### src/hdl/rtse_pkg.sv
// ----------------------------------------------------------------------------
// RSI trend engine package
// Shared widths, register indexes, reset values and small structs.
// ----------------------------------------------------------------------------
package rtse_pkg;

	// build defaults
	localparam int MAX_WINDOW_DEF = 64;
	localparam int PRICE_BITS_DEF = 32;

	// field widths
	localparam int SYM_W      = 16;
	localparam int PER_W      = 6;
	localparam int WIN_W      = 7;
	localparam int LVL_W      = 14;
	localparam int SIZE_W     = 16;
	localparam int QTY_W      = 32;
	localparam int OQTY_W     = 31;
	localparam int CFG_IDX_W  = 3;
	localparam int CFG_DATA_W = 16;

	// register map
	localparam int NUM_REGS = 6;
	localparam logic [CFG_IDX_W-1:0] REG_SYMBOL     = 3'd0;
	localparam logic [CFG_IDX_W-1:0] REG_PERIOD     = 3'd1;
	localparam logic [CFG_IDX_W-1:0] REG_WINDOW     = 3'd2;
	localparam logic [CFG_IDX_W-1:0] REG_OVERBOUGHT = 3'd3;
	localparam logic [CFG_IDX_W-1:0] REG_OVERSOLD   = 3'd4;
	localparam logic [CFG_IDX_W-1:0] REG_ORDER_SIZE = 3'd5;

	localparam logic [SYM_W-1:0]  RST_SYMBOL     = 16'd0;
	localparam logic [PER_W-1:0]  RST_PERIOD     = 6'd14;
	localparam logic [WIN_W-1:0]  RST_WINDOW     = 7'd50;
	localparam logic [LVL_W-1:0]  RST_OVERBOUGHT = 14'd7000;
	localparam logic [LVL_W-1:0]  RST_OVERSOLD   = 14'd3000;
	localparam logic [SIZE_W-1:0] RST_ORDER_SIZE = 16'd100;

	// RSI full scale (100.00) and neutral value (50.00) in hundredths
	localparam logic [LVL_W-1:0] RSI_SCALE   = 14'd10000;
	localparam logic [LVL_W-1:0] RSI_NEUTRAL = 14'd5000;

	localparam logic SIDE_BUY  = 1'b0;
	localparam logic SIDE_SELL = 1'b1;

	// result buffer depth, also the number of bars allowed in flight
	localparam int OBUF_DEPTH = 3;

	// per-bar flags derived from the fill level before the bar
	typedef struct packed {
		logic has_prev;   // a previous close exists, a new difference forms
		logic drop_diff;  // oldest difference leaves the RSI span
		logic drop_win;   // oldest close leaves the SMA window
		logic full;       // history complete after this bar
	} rtse_upd_ctl_t;

	typedef struct packed {
		logic [LVL_W-1:0]  ob;
		logic [LVL_W-1:0]  os;
		logic [SIZE_W-1:0] size;
	} rtse_thr_t;

	typedef struct packed {
		logic              side;
		logic [OQTY_W-1:0] qty;
	} rtse_ord_t;

endpackage

### src/hdl/rtse_ring.sv
// ----------------------------------------------------------------------------
// RSI trend engine close ring
// Single-port-write, registered-read memory holding recent closes.
// ----------------------------------------------------------------------------
module rtse_ring import rtse_pkg::*; #(
	parameter int DEPTH = MAX_WINDOW_DEF,
	parameter int AW    = $clog2(MAX_WINDOW_DEF),
	parameter int DW    = PRICE_BITS_DEF
) (
	input  logic          clk,
	input  logic          we,
	input  logic [AW-1:0] waddr,
	input  logic [DW-1:0] wdata,
	input  logic [AW-1:0] raddr,
	output logic [DW-1:0] rdata
);

	logic [DW-1:0] mem [DEPTH];

	// read-first: a read of the slot being written returns the old close
	always_ff @(posedge clk) begin
		if (we) begin
			mem[waddr] <= wdata;
		end
		rdata <= mem[raddr];
	end

endmodule

### config.mk
export PLATFORM = sky130hd
export DESIGN_NAME = rtse_ring
export DESIGN_NICKNAME = d
export VERILOG_FILES = /design/src/hdl/rtse_pkg.sv /design/src/hdl/rtse_ring.sv
export SDC_FILE = /design/constraint.sdc
export NUM_CORES = 2
export LEC_CHECK = 0
export ABC_CLOCK_PERIOD_IN_PS = 3300
export BUFFER_PORTS_ARGS = -buffer_cell sky130_fd_sc_hd__buf_4
export CORE_ASPECT_RATIO = 0.6
export CORE_MARGIN = 5
export CORE_UTILIZATION = 50
export CTS_CLUSTER_SIZE = 10
export DETAILED_ROUTE_END_ITERATION = 10
export PLACE_DENSITY_LB_ADDON = 0.2
export SLEW_MARGIN = 20
export SYNTH_ARGS = -nofsm -noshare
export SYNTH_HDL_FRONTEND = slang
export SYNTH_SLANG_ARGS = --single-unit
### constraint.sdc
create_clock -name clk -period 3.3 [get_ports clk]
set_clock_uncertainty 0.15 [all_clocks]
set_input_delay 0.165 -clock clk [delete_from_list [all_inputs] [get_ports clk]]
set_output_delay 0.165 -clock clk [all_outputs]
set_load 0.1 [all_outputs]
Word level (Yosys, flattened, before mapping)

Memories as Yosys holds them, arrays and structs flattened. A register that Yosys moved wholly into a read port is not among the register bits.
Cells that the tools add are included.
W data, S select, Z words.

Memories: 1
Output and inout bits: 32
RAM bits: 2,048
Bits of input ports: 46
Logic and storage cells: 3
Register bits: 0

Mux-type cells: 2

Memories:

| memory | depth | width | rd ports | clocked after Yosys merged registers in | wr ports | RTL line        | RTL |
|---|---|---|---|---|---|---|---|
| mem    | 64    | 32    | 1        | 1                                       | 1        | rtse_ring.sv:18 | `logic [DW-1:0] mem [DEPTH];` |

Operator list:

| cell    | number |
|---|---|
| $mux W1 | 2 |

Logic depth before layout (Yosys ltp)

Word-level depth: 2
Depth in mapped cells: 10
Depth with buffers taken out: 5

Least setup slack after synthesis

Ideal clock, no wire load.

Kind: input to register
From: input port waddr[3]
To: memory mem[48][0] in the netlist's numbering, enable pin
Library setup time: 0.461 ns
Data required time: 2.689 ns
Arrival: 2.864 ns
Path buffers: 1
Path slack: -0.175 ns
Cell stages on the path: 4
Cells stage by stage: clkbuf_1 > nor2b_1 > nand4b_1 > nor3_1

RTL lines:

| what        | RTL line        | RTL |
|---|---|---|
| from (decl) | rtse_ring.sv:12 | `input logic [AW-1:0] waddr,` |
| to (decl)   | rtse_ring.sv:18 |  |

No word-level cell before the write port.

==> results.json <==
{
  "outcome": "completed",
  "port_buffers": 77,
  "mappedNetlistArea_sq_um": 78500,
  "ys_top_cells_by_count": "edfxtp_1 (2048), mux4_2 (544), nor2_1 (137)",
  "floorplan.die_area_sq_um": 165000,
  "synthesis.nets": 3370,
  "syn-instance-count": 3324,
  "route.detailed.wl_per_inst_um": 35.4,
  "ys_seq_area_share_pct": 79.1,
  "timing.final.setup_violations": 0,
  "clkSlewWorstSetupHoldPaths_ns": 0.05,
  "synth_compound_area_share_pct": 1.67,
  "cp-start-kind": "input pin",
  "first_pass_grt_wire_length_um": 297000,
  "max_clock_freq_mhz": 364,
  "power_report.internal_total_mw": 43.3,
  "final_antenna_net_count": 0,
  "initial_antenna_violation_count": 12,
  "synth_top_flop_cell": "edfxtp_1",
  "grt_start_max_net_pins": 65,
  "postSynth.asyncResetShare_pct": 0,
  "die_width_um": 522,
  "main_combinational_cell_family_by_area_after_synthesis": "multiplexers",
  "final_net_count": 3776,
  "drt-vias-per-instance": 6.41,
  "tritoncts": "yes",
  "share_seq_of_total_power_pct": 53.2,
  "numClockSinks": 2080,
  "synth_top_cells_by_area": "edfxtp_1 (78%), mux4_2 (16%), mux2i_1 (1.2%)",
  "worst_hold_path_type": "in -> reg",
  "synth_fa_ha_area_share_pct": 0,
  "synthSimpleGateAreaFrac_pct": 1.27,
  "fin_crit_sh_pct": 83.2,
  "timing.critical_path.slowest_cell_delay_ns": 0.73,
  "cp_cell_sequence": "dlygate4sd3_1 > buf_4 > or3b_1 > buf_4 > o221ai_1 > a21oi_1 > a21oi_1 > nor2_1",
  "track_usage_pct": 25.9,
  "fin_crit_ns": 2.75,
  "io_pins": 78,
  "ir_drop_uv": 452,
  "tightestPinTransition_ns": 1.16,
  "rr_worst_depth": 5,
  "p_leak_nw": 28.5,
  "yosys_warnings": 0,
  "crit-reg2reg-launch": "mem[38][21]",
  "swShare_pct": 21.7,
  "rows": 112,
  "violation_count_after_the_first_detailed_route_iteration": 5075,
  "timing.critical_path.required_ns": 3.81,
  "remaining_global_route_overflow": 0,
  "timing.setup.critical_path_class": "in -> reg",
  "htreeDepth": 4,
  "setup.worst_path.end_class": "register",
  "r2r_endpoint": "rdata[21]",
  "drt_wl_total_um": 212000,
  "p_r_area_growth_vs_syn_pct": 16.0,
  "net-switching-power_mw": 12.0,
  "vias": 38500,
  "initial_utilization_pct": 50.4,
  "timing.critical_path.to": "rdata[21]",
  "fin_hold_ws_ns": 0.164,
  "core_area_sq_um": 156000,
  "synthXorXnorAreaFrac_pct": 0,
  "max-slew-margin-rel_pct": 22.5,
  "worstPathArrival_ns": 3.25,
  "netlist-cell-type-count": 34,
  "yosys.cell_count.top_type": "edfxtp_1",
  "synth_enable_flop_cells": 2048,
  "grt_pass1_vias": 38900,
  "weighted_congestion_reported_at_the_end_of_routability_driven_placement": 0.805,
  "p_comb_share_pct": 6.1,
  "post_synth.cell_area_avg_sq_um": 23.6,
  "max_cap_violations": 0,
  "timing_max_transition_violations_final": 0,
  "grt_setup_unrepaired": "false",
  "power_mw": 55.2,
  "cts-buffers-inserted": 226,
  "die_y_um": 317,
  "portion_of_netlist_area_occupied_by_mux_cells_pct": 16.8,
  "worstSetupStartpoint": "raddr[5]",
  "synth_top_cell_by_area": "edfxtp_1",
  "path_max_fanout": 15,
  "detailed_place_hpwl_um": 119000,
  "clock_insertion_delay_worst_skew_ns": 0.82,
  "post-cts-setup-buffers": 0,
  "drt_pre_antenna_iters": 5,
  "power.clock.fraction_pct": 40.6,
  "critPathSlowestCell": "a21oi_1",
  "drive_above_1_share_pct": 30.2,
  "synth.top_cell.area_share_pct": 78.3,
  "clock_path_buffers": 3,
  "drc_errors": 0,
  "root_buffer": "clkbuf_16",
  "ys_seq_elements": 2080,
  "ff2ff_setup_slack_ns": 0.75,
  "finalHoldViolations": 0,
  "power-per-cell-area_nw_per_um2": 607
}
[cell families after synthesis]
group | count (synthesis)
DFF | 2080
muxes | 637
and+or+nand+nor | 223
AOI/OAI and AO/OA | 202
buffers and inverters | 182
[area by class of cell]
| type | instances | area [sq um] |
|---|---|---|
| Fill cell | 10900 | 64800 |
| Sequential cell | 2080 | 62100 |
| Multi-Input combinational cell | 1062 | 16000 |
| Clock buffer | 373 | 6280 |
| Timing Repair Buffer | 360 | 3860 |
| Tap cell | 2109 | 2640 |
| Clock inverter | 12 | 149 |
| Antenna cell | 7 | 17.5 |
[critical path: cells and delay by family]
family,cells,cell delay [ns]
simple gates,2,0.61
compound gates,3,1.31
buf+inv,3,1.14
[cells in the final DEF, fill, tap and decap left out, types with 4 or more instances in the layout]
cell type / synthesis / final
a22oi_1: 12 / 12
inv_6: 0 / 4
clkinv_8: 0 / 4
nand2_1: 26 / 26
a311oi_1: 8 / 8
and3_1: 4 / 4
a41o_1: 4 / 4
nand3_1: 5 / 5
clkbuf_16: 0 / 229
nor2_4: 0 / 62
dlygate4sd3_1: 0 / 42
buf_4: 25 / 233
buf_12: 0 / 82
nor2b_1: 15 / 15
mux4_2: 544 / 544
a21oi_1: 62 / 61
mux2i_1: 93 / 93
nand3b_1: 5 / 5
nor2_1: 137 / 75
nand2b_1: 8 / 7
edfxtp_1: 2048 / 2048
dfxtp_1: 32 / 32
clkbuf_1: 74 / 143
o221ai_1: 27 / 27
diode_2: 0 / 7
nor3_1: 7 / 5
o22ai_1: 84 / 84
o32ai_1: 4 / 4
[worst min path at each step]
stage | from | depth (start not counted) | endpoint
2_1_floorplan | wdata[0] | 0 | mem[0][0]
3_3_place_gp | rdata[31] | 1 | rdata[31]
3_5_place_dp | rdata[31] | 1 | rdata[31]
4_1_cts | raddr[1] | 5 | rdata[24]
5_1_grt | raddr[3] | 5 | rdata[0]
6_report | raddr[3] | 6 | rdata[10]
[registers in the layout (all words and copies together) (netlist names)]
signal,cells
mem,2048
rdata,32
[per-stage QoR]
stage | util, % | area, sq um | setup WS [ns] | cells | setup TNS (ns)
2_1_floorplan | - | 78500 | 0.333 | 3324 | 0
3_3_place_gp | 54.0 | 84200 | -0.00403 | 5569 | -0.00403
3_5_place_dp | 54.0 | 84200 | 0.0238 | 5569 | 0
4_1_cts | 58.4 | 91000 | 0.739 | 5996 | 0
5_1_grt | 58.4 | 91100 | 0.546 | 5997 | 0
6_report | 58.4 | 91100 | 0.555 | 6003 | 0
[layer usage]
layer | up-vias | wire length (um) | GRT usage [%]
met2 | 2332 | 95100 | 37.8
met5 | - | 43 | 0
met3 | 314 | 26600 | 8.60
met1 | 20700 | 85500 | 38.0
met4 | 8 | 5080 | 7.39
li1 | 15100 | - | -
[power groups by stage]
stage               clock network, mW  logic (mW)  registers [mW]
floorplan                           0        1.42            30.3
global placement                    0        3.27            29.9
detailed placement                  0        3.34            30.0
CTS                              22.8        3.39            29.4
global route                     24.0        3.56            29.4
finish                           22.4        3.39            29.4
[timing repair]
action | 4_1_cts | 5_1_grt
gates resized for setup | 0 | 0
hold buffers | 42 | 0
hold endpoints to repair | 2292 | 0
(Power assumes the default switching activity.)
