<file path="src/hdl/rtse_pkg.sv">
// ----------------------------------------------------------------------------
// RSI trend engine package
// Shared widths, register indexes, reset values and small structs.
// ----------------------------------------------------------------------------
package rtse_pkg;

	// build defaults
	localparam int MAX_WINDOW_DEF = 64;
	localparam int PRICE_BITS_DEF = 32;

	// field widths
	localparam int SYM_W      = 16;
	localparam int PER_W      = 6;
	localparam int WIN_W      = 7;
	localparam int LVL_W      = 14;
	localparam int SIZE_W     = 16;
	localparam int QTY_W      = 32;
	localparam int OQTY_W     = 31;
	localparam int CFG_IDX_W  = 3;
	localparam int CFG_DATA_W = 16;

	// register map
	localparam int NUM_REGS = 6;
	localparam logic [CFG_IDX_W-1:0] REG_SYMBOL     = 3'd0;
	localparam logic [CFG_IDX_W-1:0] REG_PERIOD     = 3'd1;
	localparam logic [CFG_IDX_W-1:0] REG_WINDOW     = 3'd2;
	localparam logic [CFG_IDX_W-1:0] REG_OVERBOUGHT = 3'd3;
	localparam logic [CFG_IDX_W-1:0] REG_OVERSOLD   = 3'd4;
	localparam logic [CFG_IDX_W-1:0] REG_ORDER_SIZE = 3'd5;

	localparam logic [SYM_W-1:0]  RST_SYMBOL     = 16'd0;
	localparam logic [PER_W-1:0]  RST_PERIOD     = 6'd14;
	localparam logic [WIN_W-1:0]  RST_WINDOW     = 7'd50;
	localparam logic [LVL_W-1:0]  RST_OVERBOUGHT = 14'd7000;
	localparam logic [LVL_W-1:0]  RST_OVERSOLD   = 14'd3000;
	localparam logic [SIZE_W-1:0] RST_ORDER_SIZE = 16'd100;

	// RSI full scale (100.00) and neutral value (50.00) in hundredths
	localparam logic [LVL_W-1:0] RSI_SCALE   = 14'd10000;
	localparam logic [LVL_W-1:0] RSI_NEUTRAL = 14'd5000;

	localparam logic SIDE_BUY  = 1'b0;
	localparam logic SIDE_SELL = 1'b1;

	// result buffer depth, also the number of bars allowed in flight
	localparam int OBUF_DEPTH = 3;

	// per-bar flags derived from the fill level before the bar
	typedef struct packed {
		logic has_prev;   // a previous close exists, a new difference forms
		logic drop_diff;  // oldest difference leaves the RSI span
		logic drop_win;   // oldest close leaves the SMA window
		logic full;       // history complete after this bar
	} rtse_upd_ctl_t;

	typedef struct packed {
		logic [LVL_W-1:0]  ob;
		logic [LVL_W-1:0]  os;
		logic [SIZE_W-1:0] size;
	} rtse_thr_t;

	typedef struct packed {
		logic              side;
		logic [OQTY_W-1:0] qty;
	} rtse_ord_t;

endpackage

</file>
<file path="src/hdl/rtse_ifs.sv">


interface rtse_order_if import rtse_pkg::*; ();
	logic              valid;
	logic              ready;
	logic              order_side;
	logic [OQTY_W-1:0] order_qty;

	modport source (output valid, order_side, order_qty, input ready);
	modport sink   (input valid, order_side, order_qty, output ready);
endinterface

</file>
<file path="src/hdl/rtse_obuf.sv">
// ----------------------------------------------------------------------------
// RSI trend engine order buffer
// Small FIFO that decouples the decision stage from the order channel.
// ----------------------------------------------------------------------------
module rtse_obuf import rtse_pkg::*; #(
	parameter int DEPTH = OBUF_DEPTH
) (
	input  logic                clk,
	input  logic                arst_n,
	input  logic                push,
	input  rtse_ord_t           ord,
	output logic                pop,
	rtse_order_if.source        order
);

	localparam int PTR_W = (DEPTH > 1) ? $clog2(DEPTH) : 1;
	localparam int CNT_W = $clog2(DEPTH + 1);

	rtse_ord_t          ent_q [DEPTH];
	logic [PTR_W-1:0]   wr_q;
	logic [PTR_W-1:0]   rd_q;
	logic [CNT_W-1:0]   cnt_q;

	assign pop              = order.valid && order.ready;
	assign order.valid      = cnt_q != '0;
	assign order.order_side = ent_q[rd_q].side;
	assign order.order_qty  = ent_q[rd_q].qty;

	// upstream credits keep push from ever hitting a full buffer
	always_ff @(posedge clk or negedge arst_n) begin
		if (!arst_n) begin
			wr_q  <= '0;
			rd_q  <= '0;
			cnt_q <= '0;
		end else begin
			if (push) begin
				wr_q <= (wr_q == PTR_W'(DEPTH - 1)) ? '0 : wr_q + PTR_W'(1);
			end
			if (pop) begin
				rd_q <= (rd_q == PTR_W'(DEPTH - 1)) ? '0 : rd_q + PTR_W'(1);
			end
			cnt_q <= cnt_q + CNT_W'(push) - CNT_W'(pop);
		end
	end

	always_ff @(posedge clk) begin
		if (push) begin
			ent_q[wr_q] <= ord;
		end
	end

endmodule

</file>
<file path="src/flat_wrapper.sv">
// flat-port wrapper written by rule: the top's interface ports become plain ports
module rtse_obuf_flat import rtse_pkg::*;
#(
	parameter int DEPTH = OBUF_DEPTH
)
  (clk, arst_n, push, ord, pop, order_valid, order_order_side, order_order_qty, order_ready);
  rtse_order_if order_i ();
  input  logic clk;
  input  logic arst_n;
  input  logic push;
  input  rtse_ord_t ord;
  output logic pop;
  output wire logic [$bits(order_i.valid)-1:0] order_valid;
  output wire logic [$bits(order_i.order_side)-1:0] order_order_side;
  output wire logic [$bits(order_i.order_qty)-1:0] order_order_qty;
  input wire logic [$bits(order_i.ready)-1:0] order_ready;
  assign order_valid = order_i.valid;
  assign order_order_side = order_i.order_side;
  assign order_order_qty = order_i.order_qty;
  assign order_i.ready = order_ready;
  rtse_obuf #(.DEPTH(DEPTH)) u_core (.clk(clk), .arst_n(arst_n), .push(push), .ord(ord), .pop(pop), .order(order_i));
endmodule
</file>
<file path="config.mk">
export PLATFORM = sky130hd
export DESIGN_NAME = rtse_obuf_flat
export DESIGN_NICKNAME = d
export VERILOG_FILES = /design/src/hdl/rtse_pkg.sv /design/src/hdl/rtse_ifs.sv /design/src/hdl/rtse_obuf.sv /design/src/flat_wrapper.sv
export SDC_FILE = /design/constraint.sdc
export NUM_CORES = 1
export LEC_CHECK = 0
export ABC_AREA = 0
export BUFFER_PORTS_ARGS = -buffer_cell sky130_fd_sc_hd__buf_2
export CORE_UTILIZATION = 35
export CTS_CLUSTER_SIZE = 25
export DETAILED_ROUTE_END_ITERATION = 8
export GPL_TIMING_DRIVEN = 1
export HOLD_SLACK_MARGIN = 0.05
export SYNTH_ARGS = -nofsm -noshare
export SYNTH_HDL_FRONTEND = slang
export SYNTH_SLANG_ARGS = --single-unit
export TNS_END_PERCENT = 1
</file>
<file path="constraint.sdc">
create_clock -name clk -period 6.5 [get_ports clk]
set_input_delay 0.65 -clock clk [delete_from_list [all_inputs] [get_ports clk]]
set_output_delay 0.65 -clock clk [all_outputs]
set_load 0.03 [all_outputs]
</file>
# Yosys cells after proc, flatten, opt, wreduce, memory -nomap -nowiden
# Memories as Yosys holds them, arrays and structs flattened.
# Index checks and enable logic that the tools add are counted.
word_totals:
  ram_bits: 96
  inputBits: 36
  ff_bits: 6
  output_inout_bits: 34
  elab_cells: 16
  mem_count: 1
mem_list:
  columns: ["name", "depth", "width", "read_ports", "rd_clocked_by_memory_dff", "wr", "line_no", "rtl"]
  rows:
  - ["u_core.ent_q", 3, 32, 1, 0, 1, "rtse_obuf.sv:19", "rtse_ord_t ent_q [DEPTH];"]
op_classes:
  muxes: 4
  n_addsub: 4
  eq_ne: 2
  n_reduce_logical: 2
op_table:
  columns: ["op", "n"]
  rows:
  - ["adder 2 x 1 -> 2 bit, second input constant", 2]
  - ["equality test 2 bit, second input constant", 2]
  - ["2-to-1 mux 2 bit", 2]
  - ["adder 2 x 1 -> 2 bit", 1]
  - ["2-to-1 mux 1 bit", 2]
  - ["nonzero test 2 bit", 1]
  - ["subtractor 2 x 1 -> 2 bit", 1]
  - ["logical AND 1 bit", 1]

# Longest topological paths before layout
logic_depth:
  ltp_word: 3
  depth_mapped: 7
  mapped_depth_nobuf: 7

# Worst setup path before layout
# Ideal clock, no wire load.
synth_path:
  path_kind: "input to register"
  start: "in push"
  end: "mem u_core.ent_q[0][0] (netlist name), enable pin"
  path_slack_ns: 2.956
  cell_stages: 1
  path_buffers: 0
  setup_ns: 0.470
  required_ns: 6.030
  arrival_time_ns: 3.074
  path_cell_list: "nor3b_1"
synth_via:
  elab_chain_cells: 2
synth_rtl:
  columns: ["element", "line_no", "rtl"]
  rows:
  - ["start: declaration", "flat_wrapper.sv:10", "input logic push;"]
  - ["2-to-1 mux 1 bit", "rtse_obuf.sv:47", "if (push) begin"]
  - ["2-to-1 mux 1 bit (implied by the code)", "rtse_obuf.sv:48", "ent_q[wr_q] <= ord;"]
  - ["end: declaration", "rtse_obuf.sv:19", null]
# Every way passes these cells.

# Worst setup path in the final report
layout_path:
  start: "reg u_core.rd_q[0]"
  end: "out order_order_qty[2]"
layout_via:
  elab_chain_cells: 1
layout_rtl:
  columns: ["element", "line_no", "rtl"]
  rows:
  - ["start: declaration", "rtse_obuf.sv:21", "logic [PTR_W-1:0] rd_q;"]
  - ["start signal: assignment", "rtse_obuf.sv:40", "rd_q <= (rd_q == PTR_W'(DEPTH - 1)) ? '0 : rd_q + PTR_W'(1);"]
  - ["memory (3 x 32 bit)", null, null]
  - ["end: declaration", "flat_wrapper.sv:15", "output wire logic [$bits(order_i.order_qty)-1:0] order_order_qty;"]
# Every way passes these cells.

==> impl_metrics.yaml <==
cts:
  clk_pin_slew_ns: 0.09
  cts.sinks: 102
  numCtsBuffers: 9
  cts_root_buf: "clkbuf_8"
  htreeDepth: 3
  clock_latency_ns: 0.35
  cts_tree: "yes"
  cts.path.max_buffers: 2
  hold_buffers: 0
  postCtsSetupRepairBufs: 0
  post_cts_resized: 0
drt:
  drc_errors: 0
  drt-total-wl_um: 6479
  vias_per_cell: 4.525
  ant_nets: 0
  drt_iter0_drc: 76
  vias: 2009
  dr.pass1.iters: 6
  wire_per_inst_um: 14.59
place:
  placed_area_um2: 4333
  hpwl_um: 3828
  io_buffers: 69
  gp_congestion: 0.6779
pwr:
  sequentialPowerShare_pct: 49.5
  p_per_area_nw_per_um2: 429.4
  switching_share_pct: 37.26
  pwr-share-comb_pct: 31.7
  p_sw_w: 0.0007218
  internal-power_w: 0.001215
  ir_drop_mv: 0.1743
  power.total_w: 0.001937
  p_leak_nw: 1.672
  p_clk_share_pct: 18.8
die:
  start_util_pct: 35.78
  core_um2: 10840
  die_y_um: 107.3
  die_x_um: 107.3
  ios: 70
  die_area_um2: 11510
  num_rows: 38
synthesis:
  synth_top_area_share_pct: 74.32
  syn_area_per_cell_um2: 16.94
  yosysTopAreaCell: "edfxtp_1"
  syn-num-nets: 267
  seq_area_frac_synth_pct: 78.19
  yosys_warnings: 0
  ys_ff_latch: 102
  synth.distinct_cells: 21
  synth_area_um2: 3879
  synth_area_leaders: "edfxtp_1 (74%), mux2i_1 (8.5%), dfrtp_1 (3.9%)"
  syn-instance-count: 229
setup_path:
  start_kind: "flop"
  critPathCaptureType: "output port"
  arrival_ns: 2.14
  crit_buf_inv: 1
  path_cells: "mux2i_1, o21ai_0, buf_2"
  cp_slowest_cell: "dfrtp_2"
  worstSetupPathType: "flop to output port"
  crit_required_ns: 5.85
  worst_path_largest_cell_delay_ns: 1.11
  worstPathMaxFanout: 35
  path_delay_family: "flip-flops"
timing:
  fin_worst_skew_ns: 0.007201
  tightest_slew_ns: 1.123
  period_share_pct: 42.96
  drv_slew: 0
  hold_viol_final: 0
  fmax_ghz: 0.3581
  rsz0062_at_grt: "false"
  setup_viol: 0
  fin_setup_tns_ns: 0
  relSlewSlack_pct: 24.82
  final.min_clock_period_ns: 2.793
global_routing:
  grt_max_degree: 68
  grt_pass1_vias: 1963
  grt_usage_pct: 11.94
  grt_overflow_total: 0
  grt_pass1_wl_um: 9963
  antenna_found_initial: 0
hold_path:
  min_path_type: "input pin to asynchronous set/reset pin"
flow_run:
  maxCapViolCount: 0
final_layout:
  final_common_cell: "edfxtp_1"
  final_area_um2: 4511
  final_cell_mix: "edfxtp_1 (96), buf_2 (69), mux2i_1 (33), nand2_1 (33), o21ai_1 (29)"
  syn_to_final_growth_pct: 16.29
  final_nets: 338
  drive_gt1_share_pct: 30.26
  diodes: 0
status:
  outcome: "complete, no violations"
## kinds of logic after synthesis
logic type,after synthesis,share of synthesized area (%)
xor+xnor,2,0.4517
buf+inv,15,3.000
mux,35,9.097
flops,102,78.19
simple gates,39,4.161
fa+ha+maj,2,0.6451
compound gates,34,4.452
## stage by stage
stage                     instances  setup WS [ns]  utilization (%)  hold WS, ns
after global routing            444          3.570            41.61      0.09879
after CTS                       444          3.638            41.61      0.09010
after floorplan                 229          2.956                -       0.3544
after detailed placement        429          3.901            39.97       0.4873
final                           444          3.707            41.61       0.1128
after global placement          429          3.938            39.97       0.4803
## routing by layer
| layer | up-vias | GRT usage (%) | share of wire [%] | routed length [µm] |
|---|---|---|---|---|
| met5 | - | 0 | 0 | 0 |
| met4 | 0 | 4.990 | 1.4 | 92 |
| li1 | 989 | - | - | - |
| met1 | 966 | 14.62 | 45 | 2910 |
| met2 | 44 | 19.63 | 49 | 3176 |
| met3 | 10 | 3.632 | 4.6 | 299 |
## power groups by stage
stage               clock, W  sequential, W  combinational [W]
detailed placement         0       0.000982           0.000628
floorplan                  0       0.000868           0.000582
global placement           0       0.000979           0.000623
finish              0.000364       0.000960           0.000613
CTS                 0.000383       0.000967           0.000629
global route        0.000401       0.000982           0.000666
## cell type report
class	count	area [µm²]
Sequential cell	102	3035
Clock buffer	9	123.9
Multi-Input combinational cell	112	747.0
Inverter	4	15.01
Clock inverter	6	53.80
Tap cell	140	175.2
Timing Repair Buffer	71	360.3
Fill cell	990	6330
## synthesized netlist by cell type
cell       n
buf_2      5
nor2_2     1
nor3b_1    2
edfxtp_1  96
buf_12     1
buf_8      2
inv_1      4
clkbuf_1   1
buf_6      2
xnor2_1    2
o21ai_0    4
nor2_1     1
mux2_2     2
a21o_1     1
dfrtp_1    6
nand2_1   33
or2_2      1
o21ai_1   29
ha_1       2
nor2b_1    1
mux2i_1   33
## state kept, by name, indices dropped and copies added (netlist names)
signal	count
u_core.cnt_q	2
u_core.ent_q	96
u_core.rd_q	2
u_core.wr_q	2
## path summary, 6_finish.rpt
| path | startpoint | end | slack (ns) | cells after the start |
|---|---|---|---|---|
| worst max-delay path | u_core.rd_q[0]$_DFFE_PN0P_ | order_order_qty[2] | 3.71 | 3 |
| worst min register to register | u_core.cnt_q[1]$_DFF_PN0_ | u_core.cnt_q[1]$_DFF_PN0_ | 0.51 | 1 |
| worst min-delay path | arst_n | u_core.rd_q[0]$_DFFE_PN0P_ | 0.11 | 1 |
| worst max register to register | u_core.wr_q[1]$_DFFE_PN0P_ | u_core.ent_q[0][6]$_DFFE_PP_ | 4.32 | 2 |
| max in group asynchronous | arst_n | u_core.rd_q[1]$_DFFE_PN0P_ | 6.22 | 1 |
| min in group clk | ord[25] | u_core.ent_q[2][25]$_DFFE_PP_ | 0.49 | 1 |
Power figures use the tool's default switching activity.
