## config.mk

```make
export PLATFORM = sky130hd
export DESIGN_NAME = rtse_decide
export DESIGN_NICKNAME = d
export VERILOG_FILES = /design/src/hdl/rtse_pkg.sv /design/src/hdl/rtse_decide.sv
export SDC_FILE = /design/constraint.sdc
export NUM_CORES = 2
export LEC_CHECK = 0
export BUFFER_PORTS_ARGS = -buffer_cell sky130_fd_sc_hd__buf_4
export CORE_MARGIN = 2
export CORE_UTILIZATION = 40
export DETAILED_ROUTE_END_ITERATION = 12
export PLACE_DENSITY = 0.61
export SLEW_MARGIN = 15
export SYNTH_ARGS = -nofsm -noshare
export SYNTH_HDL_FRONTEND = slang
export SYNTH_SLANG_ARGS = --single-unit
```

## constraint.sdc

```tcl
create_clock -name clk -period 2.9 [get_ports clk]
set_input_delay 0.29 -clock clk [delete_from_list [all_inputs] [get_ports clk]]
set_output_delay 0.29 -clock clk [all_outputs]
set_load 0.03 [all_outputs]
```

## src/hdl/rtse_pkg.sv

```systemverilog
// ----------------------------------------------------------------------------
// RSI trend engine package
// Shared widths, register indexes, reset values and small structs.
// ----------------------------------------------------------------------------
package rtse_pkg;

	// build defaults
	localparam int MAX_WINDOW_DEF = 64;
	localparam int PRICE_BITS_DEF = 32;

	// field widths
	localparam int SYM_W      = 16;
	localparam int PER_W      = 6;
	localparam int WIN_W      = 7;
	localparam int LVL_W      = 14;
	localparam int SIZE_W     = 16;
	localparam int QTY_W      = 32;
	localparam int OQTY_W     = 31;
	localparam int CFG_IDX_W  = 3;
	localparam int CFG_DATA_W = 16;

	// register map
	localparam int NUM_REGS = 6;
	localparam logic [CFG_IDX_W-1:0] REG_SYMBOL     = 3'd0;
	localparam logic [CFG_IDX_W-1:0] REG_PERIOD     = 3'd1;
	localparam logic [CFG_IDX_W-1:0] REG_WINDOW     = 3'd2;
	localparam logic [CFG_IDX_W-1:0] REG_OVERBOUGHT = 3'd3;
	localparam logic [CFG_IDX_W-1:0] REG_OVERSOLD   = 3'd4;
	localparam logic [CFG_IDX_W-1:0] REG_ORDER_SIZE = 3'd5;

	localparam logic [SYM_W-1:0]  RST_SYMBOL     = 16'd0;
	localparam logic [PER_W-1:0]  RST_PERIOD     = 6'd14;
	localparam logic [WIN_W-1:0]  RST_WINDOW     = 7'd50;
	localparam logic [LVL_W-1:0]  RST_OVERBOUGHT = 14'd7000;
	localparam logic [LVL_W-1:0]  RST_OVERSOLD   = 14'd3000;
	localparam logic [SIZE_W-1:0] RST_ORDER_SIZE = 16'd100;

	// RSI full scale (100.00) and neutral value (50.00) in hundredths
	localparam logic [LVL_W-1:0] RSI_SCALE   = 14'd10000;
	localparam logic [LVL_W-1:0] RSI_NEUTRAL = 14'd5000;

	localparam logic SIDE_BUY  = 1'b0;
	localparam logic SIDE_SELL = 1'b1;

	// result buffer depth, also the number of bars allowed in flight
	localparam int OBUF_DEPTH = 3;

	// per-bar flags derived from the fill level before the bar
	typedef struct packed {
		logic has_prev;   // a previous close exists, a new difference forms
		logic drop_diff;  // oldest difference leaves the RSI span
		logic drop_win;   // oldest close leaves the SMA window
		logic full;       // history complete after this bar
	} rtse_upd_ctl_t;

	typedef struct packed {
		logic [LVL_W-1:0]  ob;
		logic [LVL_W-1:0]  os;
		logic [SIZE_W-1:0] size;
	} rtse_thr_t;

	typedef struct packed {
		logic              side;
		logic [OQTY_W-1:0] qty;
	} rtse_ord_t;

endpackage

```

## src/hdl/rtse_decide.sv

```systemverilog
// ----------------------------------------------------------------------------
// RSI trend engine decision
// Cross-multiplied RSI and SMA compares, then the buy/sell choice.
// ----------------------------------------------------------------------------
module rtse_decide import rtse_pkg::*; #(
	parameter int PRICE_BITS = PRICE_BITS_DEF,
	parameter int SW         = PRICE_BITS_DEF + $clog2(MAX_WINDOW_DEF),
	parameter int CW         = $clog2(MAX_WINDOW_DEF + 1)
) (
	input  logic                    clk,
	input  logic                    arst_n,
	input  logic                    valid,
	input  logic [PRICE_BITS-1:0]   price,
	input  logic signed [QTY_W-1:0] qty,
	input  logic [SW-1:0]           gain,
	input  logic [SW-1:0]           total,
	input  logic [SW-1:0]           wsum,
	input  logic [CW-1:0]           win,
	input  rtse_thr_t               thr,
	output logic                    push,
	output rtse_ord_t               ord,
	output logic                    drop
);

	localparam int MW = SW + LVL_W;
	localparam int PW = PRICE_BITS + CW;

	logic                    v_s4;
	logic [MW-1:0]           pg_s4;
	logic [MW-1:0]           pos_s4;
	logic [MW-1:0]           pob_s4;
	logic [PW-1:0]           pp_s4;
	logic [SW-1:0]           wsum_s4;
	logic                    tz_s4;
	logic signed [QTY_W-1:0] qty_s4;

	logic lt_os;
	logic gt_ob;
	logic above;
	logic below;
	logic q_zero;
	logic q_pos;
	logic buy;
	logic sell;

	always_ff @(posedge clk or negedge arst_n) begin
		if (!arst_n) begin
			v_s4 <= 1'b0;
		end else begin
			v_s4 <= valid;
		end
	end

	// stage 3: products
	always_ff @(posedge clk) begin
		pg_s4   <= MW'(gain) * MW'(RSI_SCALE);
		pos_s4  <= MW'(total) * MW'(thr.os);
		pob_s4  <= MW'(total) * MW'(thr.ob);
		pp_s4   <= PW'(price) * PW'(win);
		wsum_s4 <= wsum;
		tz_s4   <= total == '0;
		qty_s4  <= qty;
	end

	// stage 4: compares; flat market reads as neutral RSI
	always_comb begin
		lt_os  = tz_s4 ? (RSI_NEUTRAL < thr.os) : (pg_s4 < pos_s4);
		gt_ob  = tz_s4 ? (RSI_NEUTRAL > thr.ob) : (pg_s4 > pob_s4);
		above  = pp_s4 > PW'(wsum_s4);
		below  = pp_s4 < PW'(wsum_s4);
		q_zero = qty_s4 == '0;
		q_pos  = !q_zero && !qty_s4[QTY_W-1];
		buy    = q_zero && lt_os && above;
		sell   = q_pos && (gt_ob || below);
	end

	assign push     = v_s4 && (buy || sell);
	assign drop     = v_s4 && !(buy || sell);
	assign ord.side = buy ? SIDE_BUY : SIDE_SELL;
	assign ord.qty  = buy ? OQTY_W'(thr.size) : qty_s4[OQTY_W-1:0];

endmodule

```

======== Word level (Yosys, flattened, before mapping) ========
Cells that the tools add are included.
storage, ports and cells
  register bits after elaboration ......... 263
  bits of input ports ..................... 232
  word-level logic and storage cells ...... 35
cells by class
  multiply operators ...................... 4
  order comparisons ....................... 6
  mux-type cells .......................... 4
  reduce and logical (&&, ||, !) cells .... 13
operators with widths
  kind                                                            number
  multiplier 38 x 14 -> 52 bit                                    2
  greater-than comparator 52 bit                                  1
  less-than comparator 52 bit                                     1
  multiplier 38 x 10 -> 48 bit, second input constant             1
  greater-than comparator 39 x 38 -> 1 bit                        1
  less-than comparator 39 x 38 -> 1 bit                           1
  multiplier 32 x 7 -> 39 bit                                     1
  logical NOT 38 bit                                              1
  logical NOT 32 bit                                              1
  2-to-1 mux 31 bit                                               1
  greater-than comparator 13 x 14 -> 1 bit, first input constant  1
  less-than comparator 13 x 14 -> 1 bit, first input constant     1
  logical AND 1 bit                                               6
  logical NOT 1 bit                                               3
  2-to-1 mux 1 bit                                                3
  logical OR 1 bit                                                2

======== Logic depth before layout (Yosys ltp) ========
  depth in word-level cells ............... 7
  gate-level depth with buffers ........... 26
  gate-level depth less buffers ........... 24

======== Worst setup path before layout ========
Ideal clock, no wire load.
  path type ............................... in2reg
  from .................................... in thr[35] (netlist bit)
  to ...................................... reg pob_s4[51]
  setup time .............................. 0.124 ns
  data arrival time ....................... 6.280 ns
  setup slack ............................. -3.504 ns
  stages on the path ...................... 24
  path buffers ............................ 3
  path through ............................ clkbuf_1 clkbuf_1 nand2_1 fa_1 fa_1 inv_1 fa_1 fa_1 fa_1 inv_1 fa_1 inv_1 ha_1 buf_2 a2111oi_2 o21ai_0 a221oi_2 nor2b_1 nor3_1 o31ai_1 a31oi_2 o21bai_1 a311oi_2 xnor2_1
on the way
  cells in the longest elaborated chain, start to end .. 1
ends and longest elaborated chain
  what                          line               RTL
  start, declared               rtse_decide.sv:19  input rtse_thr_t thr,
  multiplier 38 x 14 -> 52 bit  rtse_decide.sv:58  pob_s4 <= MW'(total) * MW'(thr.ob);
  end signal, assigned          rtse_decide.sv:58
  end, declared                 rtse_decide.sv:31  logic [MW-1:0] pob_s4;
Every way passes these cells.

======== Final worst setup path ========
  from .................................... in thr[41] (netlist bit)
  to ...................................... reg pob_s4[49]
The elaborated chain is that of the path after synthesis.

==> flow_summary.json <==
{
  "status": "finished, violations left",
  "ys_warn_count": 0,
  "rsz0062_at_grt": "true",
  "finalHoldViolCount": 0,
  "io_buffers": 265,
  "via_per_inst": 4.97,
  "fp.dieW_um": 373,
  "synth_ff_type": "dfxtp_1",
  "violations": "setup timing",
  "fin_setup_tns_ps": -281450,
  "row_count": 135,
  "core_mm2": 0.135,
  "nets": 9129,
  "holdPathEnd": "pp_s4[0]$_DFF_P_",
  "period_needed_ps": 5660,
  "grt_overflow_total": 0,
  "synth-async-reset-ratio_pct": 0.380,
  "end_kind": "flop",
  "io_pins": 266,
  "hpwl_mm": 129,
  "seq_area_frac_synth_pct": 9.66,
  "syn_area_mm2": 0.0546,
  "setup_violations": 181,
  "grt_max_degree": 26,
  "die_area_mm2": 0.139,
  "drt-met1-wl_mm": 61.9,
  "arrival_ps": 6140,
  "ant_nets": 0,
  "cts-root-buf": "clkbuf_16",
  "max_slew_margin_pct": 49.8,
  "min_period_over_period_pct": 195,
  "wl_met3_mm": 6.21,
  "cp-start-kind": "input pin",
  "crit_type": "input pin to flop",
  "wirelength_mm": 156,
  "cp.required_ps": 3380,
  "wl_met2_mm": 80.8,
  "cts_inserted_buffers": 29,
  "max_freq_mhz": 177,
  "drive_gt1_share_pct": 26.4,
  "wl_per_cell_um": 17.3,
  "synth_edf_count": 0,
  "synth.distinct_cells": 78,
  "clk_pin_slew_ps": 60,
  "final-max-slew-violation-count": 0,
  "hold_depth": 3,
  "hold_start": "price[0]",
  "clkSinkCount": 263,
  "finalWorstSetupSlack_ps": -2760,
  "dr.max_layer_used": "met5",
  "die_height_um": 373,
  "synth_top_area_share_pct": 40.6,
  "grt.total_usage_pct": 22.3,
  "max_cap_violations": 0,
  "synth_fp_nets": 7972,
  "grt_pass1_vias": 48500,
  "synth_cells": 6073,
  "initial_core_util_pct": 40.3,
  "vias": 44900,
  "min_path_type": "input pin to flop",
  "cts_tree": "done",
  "place.gp.congestion": 0.937,
  "cts_htree_levels": 1,
  "drc": 0,
  "clock_path_buffers": 3,
  "critPathMaxFanout": 15,
  "yosys-top-cells-area": "fa_1 (41%), ha_1 (13%), dfxtp_1 (9.6%), inv_1 (8.5%), nand2_1 (6.6%)",
  "ys_ff_latch": 263,
  "drt_iter0_drc": 2161,
  "area_delta_synth_final_pct": 32.2,
  "antenna_found_initial": 8,
  "synth_top_cell_by_area": "fa_1",
  "tightest_slew_ps": 746,
  "synth.avg_cell_area_um2": 8.99,
  "grt_pass1_wl_mm": 251,
  "drtPass1Iterations": 5
}
metrics by stage:
stage	instance area [µm²]	std cells	utilization (%)	worst slack, ps	hold WS [ps]
2_1_floorplan	56900	6073	-	-2990	-5.59
4_1_cts	70400	8984	52.0	-2680	11.5
3_3_place_gp	66300	8794	48.9	-3490	66.3
3_5_place_dp	66300	8794	48.9	-3540	67.8
6_report	72200	9041	53.3	-2760	47.4
5_1_grt	72200	9040	53.3	-2930	32.5
repair_timing:
action,4_1_cts,5_1_grt
buffers inserted,52,43
gates cloned,7,10
pin swaps,180,142
setup endpoints to repair,182,182
hold buffers,78,0
hold endpoints to repair,77,0
resized for setup,380,281
critical path, stage by stage:
cell and delay (ps):
buf_12 120, buf_6 130, nand2_1 80, fa_1 580, fa_1 470, fa_1 550, fa_1 580, fa_1 440
fa_1 560, inv_2 50, ha_4 270, nand2_4 50, nor3_2 180, buf_4 170, o2111ai_4 120, a211oi_2 220
buf_4 180, nor3_4 70, o31ai_4 250, a31oi_4 160, buf_4 160, o211ai_1 190, o21ai_1 110, xnor2_1 130
cell type report:
cell class                      instances  area (µm²)
Multi-Input combinational cell       4273       46300
Antenna cell                            8        20.0
Timing Repair Buffer                 1433       12700
Fill cell                           12300       63300
Clock buffer                           37         816
Sequential cell                       263        5270
Inverter                             1230        4620
Clock inverter                         16         267
Tap cell                             1781        2230
cells in the mapped netlist, types with 8 or more instances:
| master | instances |
|---|---|
| xnor2_1 | 107 |
| a21oi_1 | 195 |
| nand2b_1 | 28 |
| o21ai_0 | 89 |
| a21o_1 | 166 |
| a211oi_1 | 32 |
| inv_1 | 1230 |
| nor3_1 | 39 |
| nand3_1 | 44 |
| fa_1 | 1108 |
| o211ai_1 | 15 |
| a31oi_1 | 17 |
| nor2_1 | 101 |
| dfxtp_1 | 262 |
| clkbuf_1 | 294 |
| xor2_1 | 55 |
| nor2b_1 | 35 |
| buf_1 | 8 |
| and2_1 | 427 |
| ha_1 | 559 |
| o21bai_1 | 34 |
| and3_1 | 18 |
| nand2_1 | 957 |
| o31ai_1 | 12 |
| nand4_1 | 53 |
| o21a_1 | 32 |
| nor4_1 | 26 |
cells in the final DEF, fill, tap and decap left out, types with 23 or more instances in the layout:
cell type / count
and2_4: 40
a21oi_1: 135
dlygate4sd3_1: 78
ha_1: 500
buf_12: 46
o21bai_1: 32
nor2_1: 87
o21ai_1: 25
nand2_1: 916
inv_2: 60
nor4_1: 23
nand3_1: 40
fa_2: 52
ha_4: 55
nand2_2: 29
xnor2_1: 90
fa_1: 1056
inv_1: 1170
o21ai_0: 47
xor2_1: 48
clkbuf_16: 39
and2_1: 387
nor3_1: 27
nand4_1: 53
a21o_1: 150
buf_6: 91
o21a_1: 30
dfxtp_1: 262
nand2b_1: 26
nor2b_1: 32
buf_4: 1165
a21oi_2: 50
cells by family after synthesis:
kind of cell | share of synthesized area [%]
xor gates and xnor gates | 2.60
AOI/OAI and AO/OA | 8.36
and+or+nand+nor | 15.3
DFF | 9.66
buffers and inverters | 10.6
muxes | 0.0550
adders and majority gates | 53.5
registers in the layout, summed over array words and instances (netlist names):
signal   flops
pp_s4       39
pob_s4      52
pg_s4       48
tz_s4        1
v_s4         1
wsum_s4     38
pos_s4      52
qty_s4      32
worst max-delay path by stage:
stage,start,to,slack [ps]
CTS,total[7],pob_s4[49]$_DFF_P_,-2680
global placement,thr[24],pos_s4[36]$_DFF_P_,-3490
detailed placement,total[14],pos_s4[32]$_DFF_P_,-3540
floorplan,total[10],pob_s4[51]$_DFF_P_,-2990
global route,total[18],pob_s4[49]$_DFF_P_,-2930
finish,thr[41],pob_s4[49]$_DFF_P_,-2760
metal layers:
| metal | global-route usage (%) | vias to the layer above |
|---|---|---|
| met5 | 0 | - |
| met4 | 8.88 | 2 |
| met3 | 1.81 | 300 |
| met2 | 40.5 | 1067 |
| met1 | 27.5 | 22700 |
| li1 | - | 20900 |
Power is not shown: default switching activity piles up to over one toggle a cycle in this logic, so the estimate is an artifact.
