==> src/hdl/rtse_pkg.sv <==
// ----------------------------------------------------------------------------
// RSI trend engine package
// Shared widths, register indexes, reset values and small structs.
// ----------------------------------------------------------------------------
package rtse_pkg;

	// build defaults
	localparam int MAX_WINDOW_DEF = 64;
	localparam int PRICE_BITS_DEF = 32;

	// field widths
	localparam int SYM_W      = 16;
	localparam int PER_W      = 6;
	localparam int WIN_W      = 7;
	localparam int LVL_W      = 14;
	localparam int SIZE_W     = 16;
	localparam int QTY_W      = 32;
	localparam int OQTY_W     = 31;
	localparam int CFG_IDX_W  = 3;
	localparam int CFG_DATA_W = 16;

	// register map
	localparam int NUM_REGS = 6;
	localparam logic [CFG_IDX_W-1:0] REG_SYMBOL     = 3'd0;
	localparam logic [CFG_IDX_W-1:0] REG_PERIOD     = 3'd1;
	localparam logic [CFG_IDX_W-1:0] REG_WINDOW     = 3'd2;
	localparam logic [CFG_IDX_W-1:0] REG_OVERBOUGHT = 3'd3;
	localparam logic [CFG_IDX_W-1:0] REG_OVERSOLD   = 3'd4;
	localparam logic [CFG_IDX_W-1:0] REG_ORDER_SIZE = 3'd5;

	localparam logic [SYM_W-1:0]  RST_SYMBOL     = 16'd0;
	localparam logic [PER_W-1:0]  RST_PERIOD     = 6'd14;
	localparam logic [WIN_W-1:0]  RST_WINDOW     = 7'd50;
	localparam logic [LVL_W-1:0]  RST_OVERBOUGHT = 14'd7000;
	localparam logic [LVL_W-1:0]  RST_OVERSOLD   = 14'd3000;
	localparam logic [SIZE_W-1:0] RST_ORDER_SIZE = 16'd100;

	// RSI full scale (100.00) and neutral value (50.00) in hundredths
	localparam logic [LVL_W-1:0] RSI_SCALE   = 14'd10000;
	localparam logic [LVL_W-1:0] RSI_NEUTRAL = 14'd5000;

	localparam logic SIDE_BUY  = 1'b0;
	localparam logic SIDE_SELL = 1'b1;

	// result buffer depth, also the number of bars allowed in flight
	localparam int OBUF_DEPTH = 3;

	// per-bar flags derived from the fill level before the bar
	typedef struct packed {
		logic has_prev;   // a previous close exists, a new difference forms
		logic drop_diff;  // oldest difference leaves the RSI span
		logic drop_win;   // oldest close leaves the SMA window
		logic full;       // history complete after this bar
	} rtse_upd_ctl_t;

	typedef struct packed {
		logic [LVL_W-1:0]  ob;
		logic [LVL_W-1:0]  os;
		logic [SIZE_W-1:0] size;
	} rtse_thr_t;

	typedef struct packed {
		logic              side;
		logic [OQTY_W-1:0] qty;
	} rtse_ord_t;

endpackage

==> src/hdl/rtse_update.sv <==
// ----------------------------------------------------------------------------
// RSI trend engine running sums
// Folds the new close and the expiring terms into gain, total and SMA sums.
// ----------------------------------------------------------------------------
module rtse_update import rtse_pkg::*; #(
	parameter int PRICE_BITS = PRICE_BITS_DEF,
	parameter int SW         = PRICE_BITS_DEF + $clog2(MAX_WINDOW_DEF)
) (
	input  logic                    clk,
	input  logic                    arst_n,
	input  logic                    clr,
	input  logic                    start,
	input  rtse_upd_ctl_t           ctl,
	input  logic [PRICE_BITS-1:0]   price,
	input  logic signed [QTY_W-1:0] qty,
	input  logic [PRICE_BITS-1:0]   prev,
	input  logic [PRICE_BITS-1:0]   wdrop,
	input  logic [PRICE_BITS-1:0]   rdata,
	output logic                    eval_valid,
	output logic [PRICE_BITS-1:0]   eval_price,
	output logic signed [QTY_W-1:0] eval_qty,
	output logic [SW-1:0]           gain,
	output logic [SW-1:0]           total,
	output logic [SW-1:0]           wsum,
	output logic                    drop
);

	localparam int XW = SW + 1;

	logic                    v_s1;
	rtse_upd_ctl_t           ctl_s1;
	logic [PRICE_BITS-1:0]   price_s1;
	logic signed [QTY_W-1:0] qty_s1;
	logic [PRICE_BITS-1:0]   prev_s1;
	logic [PRICE_BITS-1:0]   wdrop_s1;
	logic [PRICE_BITS-1:0]   pnew_s1;

	logic                    v_s2;
	logic                    full_s2;
	logic [PRICE_BITS-1:0]   price_s2;
	logic signed [QTY_W-1:0] qty_s2;
	logic [PRICE_BITS-1:0]   g_add_s2;
	logic [PRICE_BITS-1:0]   g_sub_s2;
	logic [PRICE_BITS-1:0]   t_add_s2;
	logic [PRICE_BITS-1:0]   t_sub_s2;
	logic [PRICE_BITS-1:0]   w_sub_s2;

	logic                    v_s3;
	logic [PRICE_BITS-1:0]   price_s3;
	logic signed [QTY_W-1:0] qty_s3;

	logic [SW-1:0] gain_q;
	logic [SW-1:0] total_q;
	logic [SW-1:0] wsum_q;

	logic                  up_new;
	logic                  up_drop;
	logic [PRICE_BITS-1:0] mag_new;
	logic [PRICE_BITS-1:0] mag_drop;

	// stage 1: differences; rdata carries the older close of the leaving pair
	always_comb begin
		up_new   = price_s1 > prev_s1;
		mag_new  = up_new ? (price_s1 - prev_s1) : (prev_s1 - price_s1);
		up_drop  = pnew_s1 > rdata;
		mag_drop = up_drop ? (pnew_s1 - rdata) : (rdata - pnew_s1);
		if (!ctl_s1.has_prev) begin
			mag_new = '0;
		end
		if (!ctl_s1.drop_diff) begin
			mag_drop = '0;
		end
	end

	always_ff @(posedge clk or negedge arst_n) begin
		if (!arst_n) begin
			v_s1 <= 1'b0;
			v_s2 <= 1'b0;
			v_s3 <= 1'b0;
		end else begin
			v_s1 <= start;
			v_s2 <= v_s1;
			v_s3 <= v_s2 && full_s2;
		end
	end

	always_ff @(posedge clk) begin
		if (start) begin
			ctl_s1   <= ctl;
			price_s1 <= price;
			qty_s1   <= qty;
			prev_s1  <= prev;
			wdrop_s1 <= wdrop;
			pnew_s1  <= rdata;
		end
		full_s2  <= ctl_s1.full;
		price_s2 <= price_s1;
		qty_s2   <= qty_s1;
		g_add_s2 <= up_new ? mag_new : '0;
		g_sub_s2 <= up_drop ? mag_drop : '0;
		t_add_s2 <= mag_new;
		t_sub_s2 <= mag_drop;
		w_sub_s2 <= ctl_s1.drop_win ? wdrop_s1 : '0;
		price_s3 <= price_s2;
		qty_s3   <= qty_s2;
	end

	// stage 2: running sums
	always_ff @(posedge clk or negedge arst_n) begin
		if (!arst_n) begin
			gain_q  <= '0;
			total_q <= '0;
			wsum_q  <= '0;
		end else if (clr) begin
			gain_q  <= '0;
			total_q <= '0;
			wsum_q  <= '0;
		end else if (v_s2) begin
			gain_q  <= SW'(XW'(gain_q) + XW'(g_add_s2) - XW'(g_sub_s2));
			total_q <= SW'(XW'(total_q) + XW'(t_add_s2) - XW'(t_sub_s2));
			wsum_q  <= SW'(XW'(wsum_q) + XW'(price_s2) - XW'(w_sub_s2));
		end
	end

	assign drop       = v_s2 && !full_s2;
	assign eval_valid = v_s3;
	assign eval_price = price_s3;
	assign eval_qty   = qty_s3;
	assign gain       = gain_q;
	assign total      = total_q;
	assign wsum       = wsum_q;

endmodule

==> config.mk <==
export PLATFORM = sky130hd
export DESIGN_NAME = rtse_update
export DESIGN_NICKNAME = d
export VERILOG_FILES = /design/src/hdl/rtse_pkg.sv /design/src/hdl/rtse_update.sv
export SDC_FILE = /design/constraint.sdc
export NUM_CORES = 1
export LEC_CHECK = 0
export BUFFER_PORTS_ARGS = -buffer_cell sky130_fd_sc_hd__clkbuf_2
export CORE_ASPECT_RATIO = 2
export CORE_UTILIZATION = 54
export CTS_CLUSTER_DIAMETER = 60
export CTS_CLUSTER_SIZE = 8
export DETAILED_ROUTE_END_ITERATION = 10
export PLACE_DENSITY = 0.77
export SLEW_MARGIN = 40
export SYNTH_ARGS = -nofsm -noshare
export SYNTH_HDL_FRONTEND = slang
export SYNTH_SLANG_ARGS = --single-unit
==> constraint.sdc <==
create_clock -name clk -period 3.5 [get_ports clk]
set_input_delay 0.525 -clock clk [delete_from_list [all_inputs] [get_ports clk]]
set_output_delay 0.525 -clock clk [all_outputs]
set_load 0.02 [all_outputs]
# Word-level counts from Yosys, hierarchy flattened
# Index checks and enable logic that the tools add are counted.
[classes] addsub=10 order_cmp=2 bitwise_logic=0 eq_ne=0 reduce_logical=4 div_mod_pow=0 n_mux=10 shift=0 multipliers=0
[ops] cell="38-bit 2-to-1 mux" count=6
[ops] cell="32-bit 2-to-1 mux" count=4
[ops] cell="32-bit subtractor" count=4
[ops] cell="38-bit by 32-bit adder with 38-bit output" count=3
[ops] cell="38-bit by 32-bit subtractor with 38-bit output" count=3
[ops] cell="32-bit greater-than comparator" count=2
[ops] cell="1-bit logical AND" count=2
[ops] cell="2-bit nonzero test" count=1
[ops] cell="1-bit logical NOT" count=1
[totals] mem_bits_rw=0 rom_bits=0 wordCells=51 regBits=570 output_inout_bits=180 latchBits=0 mem_count=0

# Logic depth before layout (Yosys ltp)
[logic_depth] depth_word=4 depth_mapped=16 ltp_nobuf=16

# Worst setup path before layout
# OpenSTA, ideal clock, no wires.
[synth_path] kind="register -> register" start="register gain_q[1], in the netlist gain[1]" end="register gain_q[37], in the netlist gain[37]" t_arrival_ns=3.431 synth_period_minus_slack_ns=3.556 slack_ns=-0.056 required_time_ns=3.375 path_buffers=0 setup_ns=0.125 path_stages_with_launch=15 cell_sequence="dfrtp_1 inv_1 fa_1 inv_1 ha_1 a211oi_1 o21bai_1 o21ai_0 a211oi_1 o21ai_0 a21oi_1 o32ai_1 o21ai_0 nand3_1 mux2_2"
[synth_via] elab_chain_len=4
[synth_rtl] element="start: declaration" line="rtse_update.sv:52" text="logic [SW-1:0] gain_q;"
[synth_rtl] element="start signal: assignment" line="rtse_update.sv:119" text="gain_q <= SW'(XW'(gain_q) + XW'(g_add_s2) - XW'(g_sub_s2));"
[synth_rtl] element="38-bit by 32-bit adder with 38-bit output" line="rtse_update.sv:119"
[synth_rtl] element="38-bit by 32-bit subtractor with 38-bit output" line="rtse_update.sv:119"
[synth_rtl] element="38-bit 2-to-1 mux" line="rtse_update.sv:118" text="end else if (v_s2) begin"
[synth_rtl] element="38-bit 2-to-1 mux" line="rtse_update.sv:114" text="end else if (clr) begin"
# Every way passes these cells. The select of a mux whose other input is x is not followed.
# A chain may end at the register's enable or synchronous reset.

# Final worst setup path
[layout_path] start="register price_s1[0]" end="register t_add_s2[28]"
[layout_via] elab_chain_len=3 word_cells_on_any_way=5
[layout_rtl] element="start: declaration" line="rtse_update.sv:32" text="logic [PRICE_BITS-1:0] price_s1;"
[layout_rtl] element="start signal: assignment" line="rtse_update.sv:90" text="price_s1 <= price;"
[layout_rtl] element="32-bit subtractor or 32-bit greater-than comparator (tied branches)" line="rtse_update.sv:64, rtse_update.sv:63"
[layout_rtl] element="32-bit 2-to-1 mux (*)" line="rtse_update.sv:64" text="mag_new = up_new ? (price_s1 - prev_s1) : (prev_s1 - price_s1);"
[layout_rtl] element="32-bit 2-to-1 mux (*)" line="rtse_update.sv:67" text="if (!ctl_s1.has_prev) begin"
[layout_rtl] element="named net mag_new[28]" line="rtse_update.sv:58" text="logic [PRICE_BITS-1:0] mag_new;"
[layout_rtl] element="end signal: assignment" line="rtse_update.sv:101" text="t_add_s2 <= mag_new;"
[layout_rtl] element="end: declaration" line="rtse_update.sv:44" text="logic [PRICE_BITS-1:0] t_add_s2;"
# The timed path passes the listed nets; every way through them passes the cells marked *.

==> flow_metrics.py <==
metrics = {
    "outcome": {
        "outcome": "finished, violations left",
        "violations": "design-rule violations, negative setup slack",
    },
    "setup_path": {
        "critical_path_class": "register to register",
        "end_kind": "register",
        "r2r_cells": 17,
        "cp.arrival_ns": 4.14,
        "critPathMaxFanout": 7,
        "r2r_slack_ns": -0.08,
        "startpoint_type": "register",
        "r2r-start": "price_s1[0]$_DFFE_PP_",
        "r2r-end": "t_add_s2[28]$_DFF_P_",
        "required_ns": 4.06,
    },
    "logic_synthesis": {
        "yosysWarnings": 0,
        "synth-edff-count": 164,
        "yosys_most_used_dff": "dfxtp_1",
        "synth.avg_cell_area_sq_um": 9.58,
        "yosys.area.top_type_share": 0.175,
        "yosys.area.top_type": "dfxtp_1",
        "ys_seq_area_frac": 0.413,
        "synth-seq-cells": 570,
        "yosys.cell_count.top_type": "inv_1",
        "ys_types": 87,
        "syn-cell-area_sq_mm": 0.0331,
        "synth_fp_nets": 3960,
        "synth_top_cells_by_area": "dfxtp_1 18%, edfxtp_1 15%, ha_1 9.1%",
        "ys_async_sr_fraction": 0.205,
        "synthCells": 3452,
        "yosys-top-cells-count": "571 x inv_1, 289 x dfxtp_1, 255 x nor2_1",
    },
    "die": {
        "dieArea_sq_mm": 0.0623,
        "initial_utilization": 0.545,
        "die_w_um": 177,
        "core-area_sq_mm": 0.0607,
        "ios": 348,
        "fp.dieH_um": 352,
        "rows": 128,
    },
    "drt": {
        "wl_um": 106000,
        "drt-initial-drc-count": 1502,
        "drtPass1Iterations": 8,
        "vias": 27879,
        "routedWlPerCell_um": 20.8,
        "drc_errors": 2,
        "route.layer.met1.wl_um": 36500,
        "met2_length_um": 55400,
        "ant_nets": 0,
        "viasPerCell": 5.50,
        "wl_met3_um": 5210,
        "routed.top_layer": "met4",
    },
    "final_layout": {
        "final_nets": 4726,
        "nFillCells": 4512,
        "drive_above_1_share": 0.274,
        "final_area_sq_mm": 0.0429,
        "areaGrowthSynthToFinish_pct": 29.9,
    },
    "timing": {
        "tightest_slew_ns": 0.877,
        "skew_ns": 0.0462,
        "max_freq_mhz": 279,
        "finalWorstPathRequiredPeriod_ns": 3.58,
        "fin_crit_sh": 1.02,
        "fin_setup_tns_ns": -0.598,
        "finalHoldViolCount": 0,
        "rsz0062_at_grt": "yes",
        "setup_violations": 16,
        "relSlewSlack": 0.415,
        "slew_viol_final": 0,
        "fin_ws_ns": -0.0790,
    },
    "clock_network": {
        "clk_pin_slew_ns": 0.06,
        "cts_root_buf": "clkbuf_16",
        "htree_num_levels": 3,
        "clk_latency_ns": 0.67,
        "cts_buffers": 82,
        "clock-sinks": 570,
        "cts_buffer_depth": 3,
        "cts_tree": "yes",
    },
    "min_path": {
        "hold_end": "wdrop_s1[9]$_DFFE_PP_",
        "worstHoldStart": "wdrop[9]",
        "worstHoldPathCells": 1,
        "min_path_type": "primary input to register",
    },
    "placed_design": {
        "gp_congestion": 0.998,
        "place_area_sq_mm": 0.0385,
        "numPortBuffers": 347,
        "hpwl_um": 78400,
    },
    "flow_run": {
        "max_cap_violations": 0,
    },
    "pwr": {
        "leakage_nw": 21.0,
        "ir_worst_vdd_uv": 639,
        "p_per_area_mw_per_mm2": 933,
    },
    "global_routing": {
        "grt_pass1_vias": 29000,
        "grt-ovfl-total": 0,
        "antenna_found_initial": 1,
        "grt_first_pass_wirelength_um": 157000,
        "grt_max_degree": 72,
        "gr-usage-all-layers": 0.332,
    },
}
==> layer usage <==
metal  up-vias  track usage
met4         0        0.231
met3       381       0.0493
met5         -            0
met2       985        0.613
li1      13093            -
met1     13420        0.333
==> final cells by class <==
class	instances	area (sq um)	share of cell area
multi-input cells	2172	18000	0.420
flip-flops and latches	570	13700	0.318
repair buffers	821	5590	0.130
clock buffers	142	2290	0.0533
inverters	571	2140	0.0499
well taps	780	976	0.0227
clock inverters	10	241	0.00562
diodes	1	2.50	0.0000583
==> worst max-delay path, cell delays in order, from the launching register on <==
cell	delay, ns
edfxtp_1	0.42
inv_1	0.10
ha_2	0.19
inv_2	0.04
fa_2	0.38
a21o_1	0.23
a221oi_4	0.30
a211oi_2	0.13
nor2_1	0.18
o31a_1	0.16
buf_6	0.13
o221a_4	0.26
nor2_4	0.07
buf_12	0.16
buf_12	0.14
buf_6	0.12
a211oi_2	0.21
mux2i_1	0.25
==> cell usage in the layout, fill, tap and decap left out, types with 22 or more instances in the layout <==
cell type    n
nand3_1     45
nand4_1     30
and2_1      88
clkbuf_16   85
o21ai_0     94
ha_4        29
nor3_1      32
nand2b_1    30
nor2_1     250
inv_1      539
clkbuf_2   344
dfxtp_1    276
a21o_1     151
edfxtp_1   164
o21bai_1    34
a21oi_1    202
mux2i_1     85
and3_1      27
nor2b_1     29
o21a_1      22
ha_1       205
xor2_1      82
inv_2       32
o21ai_1     27
fa_1        95
buf_4      440
nand2_1    155
dfrtp_1    116
clkbuf_1    59
xnor2_1    107
==> worst max-delay path by stage <==
| stage | cells past startpoint | slack (ns) | to | start |
|---|---|---|---|---|
| 3_3_place_gp | 17 | -0.29 | gain[37]$_DFFE_PN0P_ | gain[1]$_DFFE_PN0P_ |
| 5_1_grt | 17 | -0.16 | t_add_s2[25]$_DFF_P_ | price_s1[0]$_DFFE_PP_ |
| 2_1_floorplan | 14 | 0.01 | gain[37]$_DFFE_PN0P_ | gain[1]$_DFFE_PN0P_ |
| 6_report | 17 | -0.08 | t_add_s2[28]$_DFF_P_ | price_s1[0]$_DFFE_PP_ |
| 4_1_cts | 17 | -0.008 | t_add_s2[28]$_DFF_P_ | prev_s1[0]$_DFFE_PP_ |
| 3_5_place_dp | 14 | -0.40 | wsum[25]$_DFFE_PN0P_ | wsum[6]$_DFFE_PN0P_ |
==> what timing repair did <==
| item | 4_1_cts | 5_1_grt |
|---|---|---|
| resized for setup | 93 | 229 |
| pin swaps | 54 | 125 |
| gates cloned | 0 | 3 |
| setup endpoints to repair | 67 | 85 |
| hold endpoints to repair | 13 | 0 |
| hold buffers | 1 | 0 |
| buffers inserted | 8 | 40 |
==> report_power, final <==
part / internal [W] / switching [W]
Sequential: 0.00790 / 0.000731
Combinational: 0.0107 / 0.0130
Clock: 0.00456 / 0.00321
Total: 0.0231 / 0.0169
==> stage by stage <==
stage	hold WS, ns	total power (W)	worst slack, ns	util	cells
2_1_floorplan	0.229	0.0217	0.0140	-	3452
3_3_place_gp	0.310	0.0289	-0.292	0.634	4864
3_5_place_dp	0.312	0.0292	-0.397	0.635	4867
4_1_cts	0.00591	0.0381	-0.00816	0.685	5028
5_1_grt	0.0240	0.0425	-0.159	0.708	5066
6_report	0.0362	0.0401	-0.0790	0.708	5067
==> state kept, by name, indices dropped and copies added, names as in the netlist <==
name / cells
ctl_s1: 4
eval_price: 32
eval_qty: 32
eval_valid: 1
full_s2: 1
g_add_s2: 32
g_sub_s2: 32
gain: 38
pnew_s1: 32
prev_s1: 32
price_s1: 32
price_s2: 32
qty_s1: 32
qty_s2: 32
t_add_s2: 32
t_sub_s2: 32
total: 38
v_s1: 1
v_s2: 1
w_sub_s2: 32
wdrop_s1: 32
wsum: 38
==> kinds of logic after synthesis <==
| group | after synthesis | synth area share |
|---|---|---|
| buffers and inverters | 710 | 0.0829 |
| and+or+nand+nor | 757 | 0.110 |
| adders and majority gates | 340 | 0.151 |
| muxes | 100 | 0.0304 |
| xor gates and xnor gates | 192 | 0.0509 |
| AOI/OAI and AO/OA | 783 | 0.162 |
| DFF | 570 | 0.413 |
Power figures use the tool's default switching activity.
